===== config.mk =====
export PLATFORM = sky130hd
export DESIGN_NAME = obso_classify
export DESIGN_NICKNAME = d
export VERILOG_FILES = /design/src/rtl/obso_pkg.sv /design/src/rtl/obso_classify.sv
export SDC_FILE = /design/constraint.sdc
export NUM_CORES = 1
export LEC_CHECK = 0
export ABC_AREA = 0
export BUFFER_PORTS_ARGS = -buffer_cell sky130_fd_sc_hd__buf_2
export CORE_AREA = 2 2 209 211
export DETAILED_ROUTE_END_ITERATION = 10
export DIE_AREA = 0 0 211 213
export SLEW_MARGIN = 20
export SYNTH_ARGS = -nofsm -noshare
export SYNTH_HDL_FRONTEND = slang
export SYNTH_SLANG_ARGS = --single-unit

===== constraint.sdc =====
create_clock -name clk -period 3.4 [get_ports clk]
set_input_delay 0.85 -clock clk [delete_from_list [all_inputs] [get_ports clk]]
set_output_delay 0.85 -clock clk [all_outputs]
set_load 0.02 [all_outputs]

===== src/rtl/obso_pkg.sv =====
// ----------------------------------------------------------------------------
// obso_pkg
// Shared types and constants of the oriented box / sphere overlap block.
// ----------------------------------------------------------------------------
package obso_pkg;

  localparam int CFG_W     = 48;
  localparam int CFG_IDX_W = 3;
  localparam int AXIS_W    = 16;
  localparam int AXIS_FRAC = 14;

  typedef enum logic [CFG_IDX_W-1:0] {
    REG_CENTER,
    REG_AXIS_U,
    REG_AXIS_V,
    REG_AXIS_W,
    REG_HALF
  } reg_idx_t;

  typedef enum logic [1:0] {
    CLS_INSIDE,
    CLS_FACE,
    CLS_CORNER
  } cls_t;

  typedef struct packed {
    logic [CFG_W-1:0] center;
    logic [CFG_W-1:0] axis_u;
    logic [CFG_W-1:0] axis_v;
    logic [CFG_W-1:0] axis_w;
    logic [CFG_W-1:0] half_sizes;
  } box_t;

endpackage


===== src/rtl/obso_classify.sv =====
// ----------------------------------------------------------------------------
// obso_classify
// Stage 4: compare projections with half extents, region class and excess.
// ----------------------------------------------------------------------------
module obso_classify #(
  parameter int COORD_BITS = 16
) (
  input  logic                           clk,
  input  logic                           ld,
  input  obso_pkg::box_t                 box,
  input  logic [2:0][COORD_BITS+16:0]    proj,
  input  logic [COORD_BITS-1:0]          rad,
  input  logic [2*COORD_BITS-1:0]        rad_sq,
  output logic [2:0][COORD_BITS+16:0]    excess,
  output obso_pkg::cls_t                 cls,
  output logic [COORD_BITS-1:0]          rad_o,
  output logic [2*COORD_BITS-1:0]        rad_sq_o
);

  localparam int C   = COORD_BITS;
  localparam int EXT = (3 * C > obso_pkg::CFG_W) ? 3 * C : obso_pkg::CFG_W;
  localparam int AW  = C + 17;

  logic [EXT-1:0]     half_ext;
  logic [2:0][AW-1:0] ext;
  logic [2:0][AW-1:0] d;
  logic [2:0]         outside;
  obso_pkg::cls_t     cls_nxt;

  logic [2:0][AW-1:0] dist_r;
  obso_pkg::cls_t     cls_r;
  logic [C-1:0]       rad_r;
  logic [2*C-1:0]     rsq_r;

  always_comb begin
    half_ext = EXT'(box.half_sizes);
    for (int j = 0; j < 3; j++) begin
      ext[j]     = AW'({half_ext[j*C +: C], {obso_pkg::AXIS_FRAC{1'b0}}});
      outside[j] = proj[j] > ext[j];
      d[j]       = outside[j] ? proj[j] - ext[j] : '0;
    end
    case ($countones(outside))
      0:       cls_nxt = obso_pkg::CLS_INSIDE;
      1:       cls_nxt = obso_pkg::CLS_FACE;
      default: cls_nxt = obso_pkg::CLS_CORNER;
    endcase
  end

  always_ff @(posedge clk) begin
    if (ld) begin
      dist_r <= d;
      cls_r  <= cls_nxt;
      rad_r  <= rad;
      rsq_r  <= rad_sq;
    end
  end

  assign excess   = dist_r;
  assign cls      = cls_r;
  assign rad_o    = rad_r;
  assign rad_sq_o = rsq_r;

endmodule


# [Word level (Yosys, flattened, before mapping)]
# Index checks and enable logic that the tools add are counted.
[totals] mem_bits_rw=0 n_memories=0 register_bits=149 in_bits=389 output_inout_bits=149 latch_bits=0 mem_bits_ro=0
[op_classes] n_reduce_logical=1 shifts=0 n_mux=1 n_addsub=5 n_div=0 eq_ne=1 n_mul=0 n_lt_le_gt_ge=3 n_bitwise=0
[op_table] cell="> comparator 33 x 30 -> 1 bit" count=3
[op_table] cell="subtractor 33 x 30 -> 33 bit" count=3
[op_table] cell="zero test 32 bit" count=1
[op_table] cell="one-hot mux 2 bit (2 select lines)" count=1
[op_table] cell="adder 2 x 1 -> 3 bit" count=1
[op_table] cell="equality test 3 x 1 -> 1 bit, second input constant" count=1
[op_table] cell="adder 1 x 1 -> 2 bit" count=1

# [Longest topological paths before layout]
# Gate-level depths: netlist of run 1.
[logic_depth] word_depth=5 ltp_mapped=14 ltp_nobuf=12

# [Worst setup path before layout of run 1]
# OpenSTA, ideal clock, no wires.
[synth_timing] kind="in2reg" start="input box[33] (netlist bit)" end="register cls_r[0] (netlist: cls[0]) (data pin)" n_path_buf=1 t_arrival_ps=3277 setup_slack_ps=-128 setup_ps=251 cell_stages=12 path_cell_list="inv_1 -> ha_1 -> nor2b_1 -> o21a_1 -> o21ai_1 -> a2111o_1 -> a311o_1 -> o31ai_4 -> inv_2 -> buf_6 -> fa_1 -> nor2_1"
[synth_via] elab_chain_len=4 word_cells_on_any_way=5 cone_classes="1 x add/sub; 1 x order compare; 1 x eq/ne; 1 x mux; 1 x reduce/logical"
[synth_lines] element="from (decl)" line_no="obso_classify.sv:10" rtl="input obso_pkg::box_t box,"
[synth_lines] element="> comparator 33 x 30 -> 1 bit (*)" line_no="obso_classify.sv:39" rtl="outside[j] = proj[j] > ext[j];"
[synth_lines] element="adder 2 x 1 -> 3 bit (not written as such) (*)" line_no="obso_classify.sv:42" rtl="case ($countones(outside))"
[synth_lines] element="zero test 32 bit or equality test 3 x 1 -> 1 bit (tied branches)" line_no="obso_classify.sv:42"
[synth_lines] element="one-hot mux 2 bit (2 select lines) (*)" line_no="obso_classify.sv:42"
[synth_lines] element="net cls_nxt[0]" line_no="obso_classify.sv:28" rtl="obso_pkg::cls_t cls_nxt;"
[synth_lines] element="to (signal assigned)" line_no="obso_classify.sv:52" rtl="cls_r <= cls_nxt;"
[synth_lines] element="to (decl)" line_no="obso_classify.sv:31" rtl="obso_pkg::cls_t cls_r;"
# The timed path passes the listed nets; every way through them passes the cells marked *.
# A chain may end at the register's enable or synchronous reset.

# [Worst setup path after layout of run 1]
# Ends and elaborated chain as after synthesis.

==> results by group, run 1 <==
Drt
  • Vias: ~7,300
  • Routed WL per cell: around 17 um
  • DRC: 0
  • DR iter-0 viols: between 400 and 500
  • Average vias per placed instance: 4.24
  • Pre-antenna DRT Iters: 5
  • Number of routed nets with antenna violations: 0
  • Final wirelength: around 28 mm

Logic synthesis
  • Post-synth cell types: 57
  • Post-synth top flop: edfxtp_1
  • Seq/Total Area, Yosys: 55.2%
  • Mapped Nets: 1,173
  • Ys Warns: 0
  • Yosys reg bits: 149
  • EDFF count, synth: about 150
  • Syn avg cell area: around 11 um2
  • Synth top area cells: edfxtp_1 (55%), ha_1 (7.4%), a21oi_1 (3.8%)
  • Synth top area share: ~55%
  • Synth Instances: between 700 and 800
  • Synth async-reset ratio: 0%
  • Synthesized area: 8100 um2
  • Leading area contributor after synthesis: edfxtp_1

Worst hold path
  • Worst hold endpoint: rad_o[8]$_DFFE_PP_
  • Hold Path Origin: rad[8]
  • Hold Crit Depth: 1
  • Min-Delay Path Class: primary input to register

Timing
  • Max_slew headroom: a little under two thirds
  • Worst Tran Pin Value: 0.546 ns
  • Tcrit/Tclk final: about nine tenths
  • Peak Freq: 322 MHz
  • Period minus WS final: 3.10 ns
  • Fin. max-slew vios: 0
  • RSZ-0062 raised after global routing: false
  • Final hold viol count: 0
  • Hold slack: around 0.55 ns
  • Final setup viols: 0

Power
  • Final Power: approximately 5800 uW
  • Leak: 0.00527 uW
  • Worst vdd ir: ~0.31 mV
  • Power Dens Cells: approximately 500 nW/um2

Floorplanning
  • Die ar.: 44,900 um2
  • Die Y: roughly 210 um
  • IO Count: around 540
  • Horiz. Die Dim: 211 um
  • Initial Util: a little under a fifth
  • Row count: 76
  • Placeable Area: between 40,000 and 50,000 um2

GRT
  • Overflow after GRT: 0
  • Global-route wire length before repair: between 40 and 50 mm
  • Vias in the first global route: ~7,200
  • Initial antenna violation count: 7
  • Pin count of the biggest net entering global routing: 89
  • Gr usage total: between 10% and 20%

Layout
  • Layout net count: between 1,500 and 2,000
  • Layout area overhead: 43.9%
  • Layout cells sized above 1: 39.3%

Clock network
  • Post-CTS Hold Fix Bufs: 0
  • CTS tree: yes
  • Root Buffer: clkbuf_16
  • # resized after CTS: 0
  • Clock transition at the registers of the reported paths: 0.07 ns
  • Clk buf depth: 2
  • Postcts setup bufs: 0
  • CTS sink count: 149
  • Total CTS buffers: 17
  • H-tree levels: 4

Run status
  • Status: finished clean

Critical path
  • Critical path type: primary input to register
  • CP Max Fanout: 2
  • Critical path data arrival time: about 3.3 ns
  • Crit path required time: approximately 3.6 ns
  • Crit path launch type: primary input
  • Crit. End Element: register

Placement
  • Hpwl dp: 23.3 mm
  • PortBufs: around 350
  • GPL Wtd Cong: slightly above 0.9

Run
  • Max_cap viols: 0
==> stage by stage <==
step	utilization, %	instance area [um2]	setup slack [ns]	instances	TNS, ns
2_1_floorplan	-	8100	-0.105	732	-0.105
3_3_place_gp	25.8	11000	-0.176	1678	-1.11
3_5_place_dp	25.8	11000	-0.180	1678	-1.55
4_1_cts	27.3	11600	0.344	1710	0
5_1_grt	27.3	11700	0.200	1711	0
6_report	27.3	11700	0.297	1712	0
==> flip-flops by register name, indices dropped and copies added, names as in the netlist <==
name	flops
cls	2
rad_sq_o	32
rad_o	16
excess	99
==> cell usage in the layout, fill, tap and decap left out, types with 3 or more instances in the layout <==
cell type / Yosys / layout
buf_12: 0 / 3
nor2b_1: 11 / 11
inv_6: 0 / 5
inv_1: 80 / 80
or4_1: 3 / 3
bufinv_16: 0 / 3
buf_2: 4 / 344
o21ai_0: 22 / 22
inv_8: 0 / 3
nand2b_1: 7 / 7
nand4_1: 7 / 7
nor4_1: 11 / 11
ha_1: 48 / 48
edfxtp_1: 149 / 149
or3_1: 4 / 4
xnor2_1: 22 / 22
a21o_1: 16 / 16
o21bai_1: 6 / 6
a211oi_1: 6 / 6
and2_1: 22 / 22
buf_4: 0 / 71
nand2_1: 34 / 34
clkbuf_16: 0 / 17
o21a_1: 5 / 5
a21boi_0: 8 / 8
nor3_1: 19 / 18
nand4b_1: 4 / 4
xor2_1: 14 / 14
nor4b_1: 3 / 3
nor2_1: 65 / 65
a21oi_1: 62 / 62
o211ai_1: 3 / 3
a31oi_1: 8 / 8
a21boi_1: 8 / 8
o21ai_1: 5 / 5
and3_1: 7 / 7
o31ai_1: 8 / 8
nand3_1: 12 / 12
fa_1: 4 / 4
==> how the worst max path moves through the flow <==
stage / start / end / slack [ns] / cells after the start
2_1_floorplan: box[33] / cls[0]$_DFFE_PP_ / -0.11 / 12
3_3_place_gp: box[33] / cls[0]$_DFFE_PP_ / -0.18 / 12
3_5_place_dp: box[33] / cls[0]$_DFFE_PP_ / -0.18 / 12
4_1_cts: box[33] / cls[0]$_DFFE_PP_ / 0.34 / 12
5_1_grt: box[33] / excess[84]$_SDFFCE_PP0P_ / 0.20 / 13
6_report: box[33] / cls[0]$_DFFE_PP_ / 0.30 / 12
==> layout make-up <==
cell class,instances,area (um2)
Clock buffer,18,429
Sequential cell,149,4470
Antenna cell,2,5.00
Clock inverter,14,189
Inverter,82,308
Fill cell,4501,31000
Multi-Input combinational cell,482,3240
Tap cell,546,683
Timing Repair Buffer,419,2330
==> metal layers <==
| layer | vias to the layer above | global-route usage (%) | wire (um) |
|---|---|---|---|
| li1 | 3512 | - | - |
| met1 | 3332 | 15.6 | 12300 |
| met2 | 367 | 18.9 | 12200 |
| met3 | 39 | 5.07 | 3110 |
| met4 | 4 | 6.36 | 827 |
| met5 | - | 0 | 25 |
==> synth_stat cells, types with 11 or more instances <==
cell      instances
xnor2_1          22
nor4_1           11
nand2_1          34
nand3_1          12
o21ai_0          22
xor2_1           14
clkbuf_1         13
nor3_1           19
nor2_1           65
edfxtp_1        149
a21oi_1          62
ha_1             48
and2_1           22
inv_1            80
a21o_1           16
nor2b_1          11
==> logic make-up (layout without fill, tap and decap cells) <==
| kind of cell | Yosys count | in the layout | share of synthesized area, % |
|---|---|---|---|
| multiplexers | 1 | 1 | 0.124 |
| AO/OA/AOI/OAI | 175 | 175 | 13.8 |
| adder cells (fa/ha/maj) | 52 | 52 | 8.40 |
| XOR/XNOR | 36 | 36 | 3.89 |
| flip-flops | 149 | 149 | 55.2 |
| other | 0 | 2 | 0 |
| buffers and inverters | 101 | 533 | 4.83 |
| AND/OR/NAND/NOR | 218 | 218 | 13.7 |
==> critical path: stages <==
cell and delay, ns:
buf_2 0.11, inv_1 0.05, ha_1 0.28, nor2b_1 0.13, o21a_1 0.14, o21ai_1 0.10
a2111o_1 0.41, a311o_1 0.33, o31ai_4 0.31, inv_2 0.07, fa_1 0.49, nor2_1 0.04
==> power by group <==
part	total [uW]	switching [uW]	internal [uW]
Combinational	1430	874	558
Clock	2050	871	1180
Sequential	2330	53.4	2270
Total	5810	1800	4010
Note: power is estimated with default switching activity, not from simulation.
==> inputs of run 2 (changes only) <==
CORE_AREA = 2 2 211 213   (was 2 2 209 211)
DIE_AREA = 0 0 213 215   (was 0 0 211 213)
clock period = 3.1 ns   (was 3.4 ns; I/O delays follow)
==> results by group, run 2 (synthesis results as in run 1) <==
Critical path
  • Crit path required time: between 3 and 4 ns
  • CP Launch Point: box[33]
  • Crit. End Element: register
  • Critical path data arrival time: 3.26 ns
  • Critical path capture point: cls[0]$_DFFE_PP_
  • CP bufs+invs: 3
  • Critical path type: primary input to register
  • Critical path, cell by cell: buf_12 > inv_12 > ha_4 > nor2b_4 > o21a_1 > o21ai_2 > a2111o_1 > a311o_1 > o31ai_4 > inv_2 > fa_2 > nor2_1
  • Crit path launch type: primary input
  • CP Max Fanout: 2
  • Crit. path cell count: 12
  • Worst path slowest cell: fa_2
  • Crit-path max cell delay: ~0.54 ns
  • Largest delay share family, worst path: compound AO/OA/AOI/OAI gates

Layout
  • Leading cell types in the layout, fill and taps excluded: buf_2 (342), edfxtp_1 (149), buf_4 (117)
  • Fin util: 27.7%
  • Layout area overhead: 49.5%
  • Layout net count: 1,638
  • Max reg flops: slightly below 100
  • Fillers: 4,606
  • Layout cells sized above 1: between 40% and 50%
  • Commonest non-fill, non-tap cell in the layout: buf_2

Floorplanning
  • Row count: between 70 and 80
  • Die ar.: approximately 46,000 um2
  • Placeable Area: around 44,000 um2
  • Initial Util: a little under a fifth
  • Horiz. Die Dim: around 210 um
  • Die Y: roughly 220 um
  • IO Count: roughly 540

Timing
  • Worst Tran Pin Value: 0.448 ns
  • Fin. max-slew vios: 0
  • Period minus WS final: 3.03 ns
  • Max_slew headroom: between 60 and 70%
  • Peak Freq: approximately 330 MHz
  • Hold slack: around 0.48 ns
  • RSZ-0062 raised after global routing: false
  • Final setup viols: 0
  • Tcrit/Tclk final: a little over nine tenths
  • Final hold viol count: 0

Worst hold path
  • Min-Delay Path Class: primary input to register
  • Hold Crit Depth: 1

Clock network
  • H-tree levels: 4
  • CTS tree: yes
  • Root Buffer: clkbuf_16
  • CTS sink count: approximately 150
  • Clk buf depth: 2
  • Clock transition at the registers of the reported paths: roughly 0.07 ns
  • Total CTS buffers: 17

Placement
  • PortBufs: 345
  • Hpwl dp: about 24 mm
  • GPL Wtd Cong: roughly 0.87

GRT
  • Vias in the first global route: ~7,600
  • Gr usage total: between 10% and 20%
  • Initial antenna violation count: 11
  • Pin count of the biggest net entering global routing: 73
  • Global-route wire length before repair: between 40 and 50 mm
  • Overflow after GRT: 0

Drt
  • Vias: 7,463
  • DRC: 0
  • Number of routed nets with antenna violations: 0
  • Average vias per placed instance: 4.13
  • Final wirelength: between 20 and 30 mm
  • DR iter-0 viols: between 400 and 500
  • Pre-antenna DRT Iters: 5
  • Routed WL per cell: 16.3 um

Run status
  • Status: finished clean

Power
  • Worst vdd ir: 0.299 mV
  • Leak: roughly 0.0055 uW
  • Power Dens Cells: about 520 nW/um2

Run
  • Max_cap viols: 0
## run 2: area by class of cell
| cell class | instances | area, um2 | share of cell area, % |
|---|---|---|---|
| Multi-Input combinational cell | 482 | 3300 | 27.2 |
| Inverter | 82 | 320 | 2.65 |
| Tap cell | 592 | 741 | 6.12 |
| Antenna cell | 6 | 15.0 | 0.124 |
| Clock inverter | 15 | 143 | 1.18 |
| Timing Repair Buffer | 465 | 2690 | 22.2 |
| Sequential cell | 149 | 4470 | 37.0 |
| Clock buffer | 17 | 425 | 3.51 |
## run 2: worst min-delay path by stage
stage,startpoint,end,slack (ns)
finish,rad_sq[27],rad_sq_o[27]$_DFFE_PP_,0.48
CTS,rad_sq[21],rad_sq_o[21]$_DFFE_PP_,0.43
detailed placement,rad[8],rad_o[8]$_DFFE_PP_,0.95
global placement,rad_sq[11],rad_sq_o[11]$_DFFE_PP_,0.95
global route,rad_sq[8],rad_sq_o[8]$_DFFE_PP_,0.45
floorplan,rad[0],rad_o[0]$_DFFE_PP_,0.87
## run 2: report_power, final
| part | total (uW) | internal, uW | switching (uW) |
|---|---|---|---|
| clock network | 2060 | 1120 | 942 |
| logic | 1660 | 675 | 981 |
| registers | 2550 | 2490 | 58.9 |
## run 2: layer usage
layer  track usage, %  up-vias  wire length, um
li1                 -     3605                -
met1             15.5     3460            12600
met2             20.0      346            12800
met3             6.01       40             3430
met4             4.52       12              533
met5                0        -               75
## run 2: per-stage QoR
| step | setup TNS [ns] | power [uW] | area (um2) | setup slack, ns | cells |
|---|---|---|---|---|---|
| 6_report | 0 | 6270 | 12100 | 0.0690 | 1808 |
| 4_1_cts | 0 | 6370 | 12000 | 0.0333 | 1800 |
| 5_1_grt | 0 | 6600 | 12100 | 0.000620 | 1804 |
| 3_5_place_dp | -11.97 | 4250 | 11500 | -0.499 | 1768 |
| 2_1_floorplan | -0.335 | 3460 | 8160 | -0.308 | 732 |
| 3_3_place_gp | -12.27 | 4240 | 11500 | -0.513 | 1768 |
## run 2: what timing repair did
item                       in CTS  in global routing
setup buffers                   0                  2
hold buffers                    0                  0
gates resized for setup         0                  9
setup endpoints to repair       0                  2
==> inputs of run 3 (changes only) <==
CORE_AREA = 2 2 210 212   (was 2 2 211 213)
DIE_AREA = 0 0 212 214   (was 0 0 213 215)
clock period = 3.78 ns   (was 3.1 ns; I/O delays follow)
==> results by group, run 3 (synthesis results as in run 1) <==
Placement
  • GPL Wtd Cong: between 0.8 and 0.9
  • Placement Setup Slack: about 0.014 ns
  • PortBufs: 345
  • Hpwl dp: between 20 and 25 mm

Drt
  • Final wirelength: between 20 and 30 mm
  • Vias: slightly above 7,000
  • Routed WL per cell: around 17 um
  • DRC: 0
  • DR iter-0 viols: 360
  • Number of routed nets with antenna violations: 0
  • Average vias per placed instance: roughly 4.2
  • Pre-antenna DRT Iters: 5

Layout
  • Layout cells sized above 1: a little over a third
  • Multi-input gate area: around 3200 um2
  • Max reg flops: just under 100
  • Register area: roughly 4500 um2
  • Fin util: between 20% and 30%
  • Leading cell types in the layout, fill and taps excluded: buf_2 (344), edfxtp_1 (149), inv_1 (80)
  • Fillers: around 4,600
  • Layout net count: around 1,500
  • Layout area overhead: 39.8%
  • Commonest non-fill, non-tap cell in the layout: buf_2

Power
  • Power Dens Cells: around 450 nW/um2
  • Leak: about 0.005 uW
  • Final Power: roughly 5100 uW
  • Worst vdd ir: about 0.3 mV

Floorplanning
  • Row count: between 70 and 80
  • Die ar.: between 40,000 and 50,000 um2
  • Die Y: 214 um
  • Initial Util: between 10% and 20%
  • Placeable Area: between 40,000 and 50,000 um2
  • Horiz. Die Dim: ~210 um
  • IO Count: 538

Critical path
  • Crit path required time: between 4 and 5 ns
  • Crit path launch type: primary input
  • CP Max Fanout: 3
  • Crit-path max cell delay: between 0.4 and 0.5 ns
  • Worst path slowest cell: fa_1
  • Critical path data arrival time: between 3 and 4 ns
  • Critical path type: primary input to register
  • Crit. End Element: register
  • Critical path, cell by cell: buf_2 > inv_1 > ha_1 > nor2b_1 > o21a_1 > o21ai_1 > a2111o_1 > a311o_1 > o31ai_4 > inv_2 > fa_1 > nor2_1

Timing
  • Final hold viol count: 0
  • Total Negative Setup Slacks: 0 ns
  • Final setup viols: 0
  • RSZ-0062 raised after global routing: false
  • Fin. max-slew vios: 0
  • Worst Setup Slack, final: about 0.49 ns
  • Period minus WS final: 3.29 ns
  • Max_slew headroom: 54.4%
  • Peak Freq: just over 300 MHz
  • Worst Tran Pin Value: between 0.6 and 0.7 ns
  • Tcrit/Tclk final: roughly 87%
  • Hold slack: 0.643 ns

Worst hold path
  • Min-Delay Path Class: primary input to register
  • Hold Crit Depth: 1
  • Worst hold endpoint: rad_o[2]$_DFFE_PP_
  • Hold Path Origin: rad[2]

Clock network
  • Clock transition at the registers of the reported paths: about 0.07 ns
  • Root Buffer: clkbuf_16
  • Clk buf depth: 2
  • Total CTS buffers: 17
  • H-tree levels: 4
  • Post-CTS Hold Fix Bufs: 0
  • CTS tree: yes
  • CTS sink count: roughly 150
  • Postcts setup bufs: 0
  • # resized after CTS: 0

GRT
  • Gr usage total: 12.4%
  • Overflow after GRT: 0
  • Vias in the first global route: 7,113
  • Global-route wire length before repair: between 40 and 50 mm
  • Initial antenna violation count: 7
  • Pin count of the biggest net entering global routing: 94

Run
  • Max_cap viols: 0

Run status
  • Status: finished clean
==> run 3: power by group <==
group	switching, uW	internal [uW]
sequential	45.9	2040
clock	768	1040
combinational	772	454
total	1590	3540
==> run 3: cell type report <==
cell class	instances	area share, %
Antenna cell	2	0.0442
Clock buffer	17	3.76
Clock inverter	14	1.55
Inverter	82	2.72
Multi-Input combinational cell	482	28.6
Sequential cell	149	39.5
Tap cell	585	6.46
Timing Repair Buffer	371	17.4
==> run 3: worst max-delay path by stage <==
stage,cells past startpoint,slack (ns),end,start
finish,12,0.49,cls[0]$_DFFE_PP_,box[33]
global placement,12,-0.007,cls[0]$_DFFE_PP_,box[33]
detailed placement,12,0.01,cls[0]$_DFFE_PP_,box[33]
CTS,12,0.53,cls[0]$_DFFE_PP_,box[33]
floorplan,12,0.16,cls[0]$_DFFE_PP_,box[33]
global route,12,0.38,cls[0]$_DFFE_PP_,box[33]
==> run 3: routing by layer <==
layer	routed length (um)	vias up	track usage [%]
li1	-	3427	-
met3	3290	33	5.53
met1	12200	3348	15.3
met5	35	-	0
met2	12100	349	18.7
met4	518	6	5.14
==> run 3: through the flow <==
stage,std cells,area (um2)
2_1_floorplan,732,8100
3_3_place_gp,1669,10700
3_5_place_dp,1669,10700
4_1_cts,1700,11300
5_1_grt,1700,11300
6_report,1702,11300
==> run 3: critical path: cells and delay by family <==
kind                       cells  cell delay [ns]
and+or+nand+nor                2             0.17
adders and majority gates      2             0.78
buffers and inverters          3             0.29
AOI/OAI and AO/OA              5             1.35
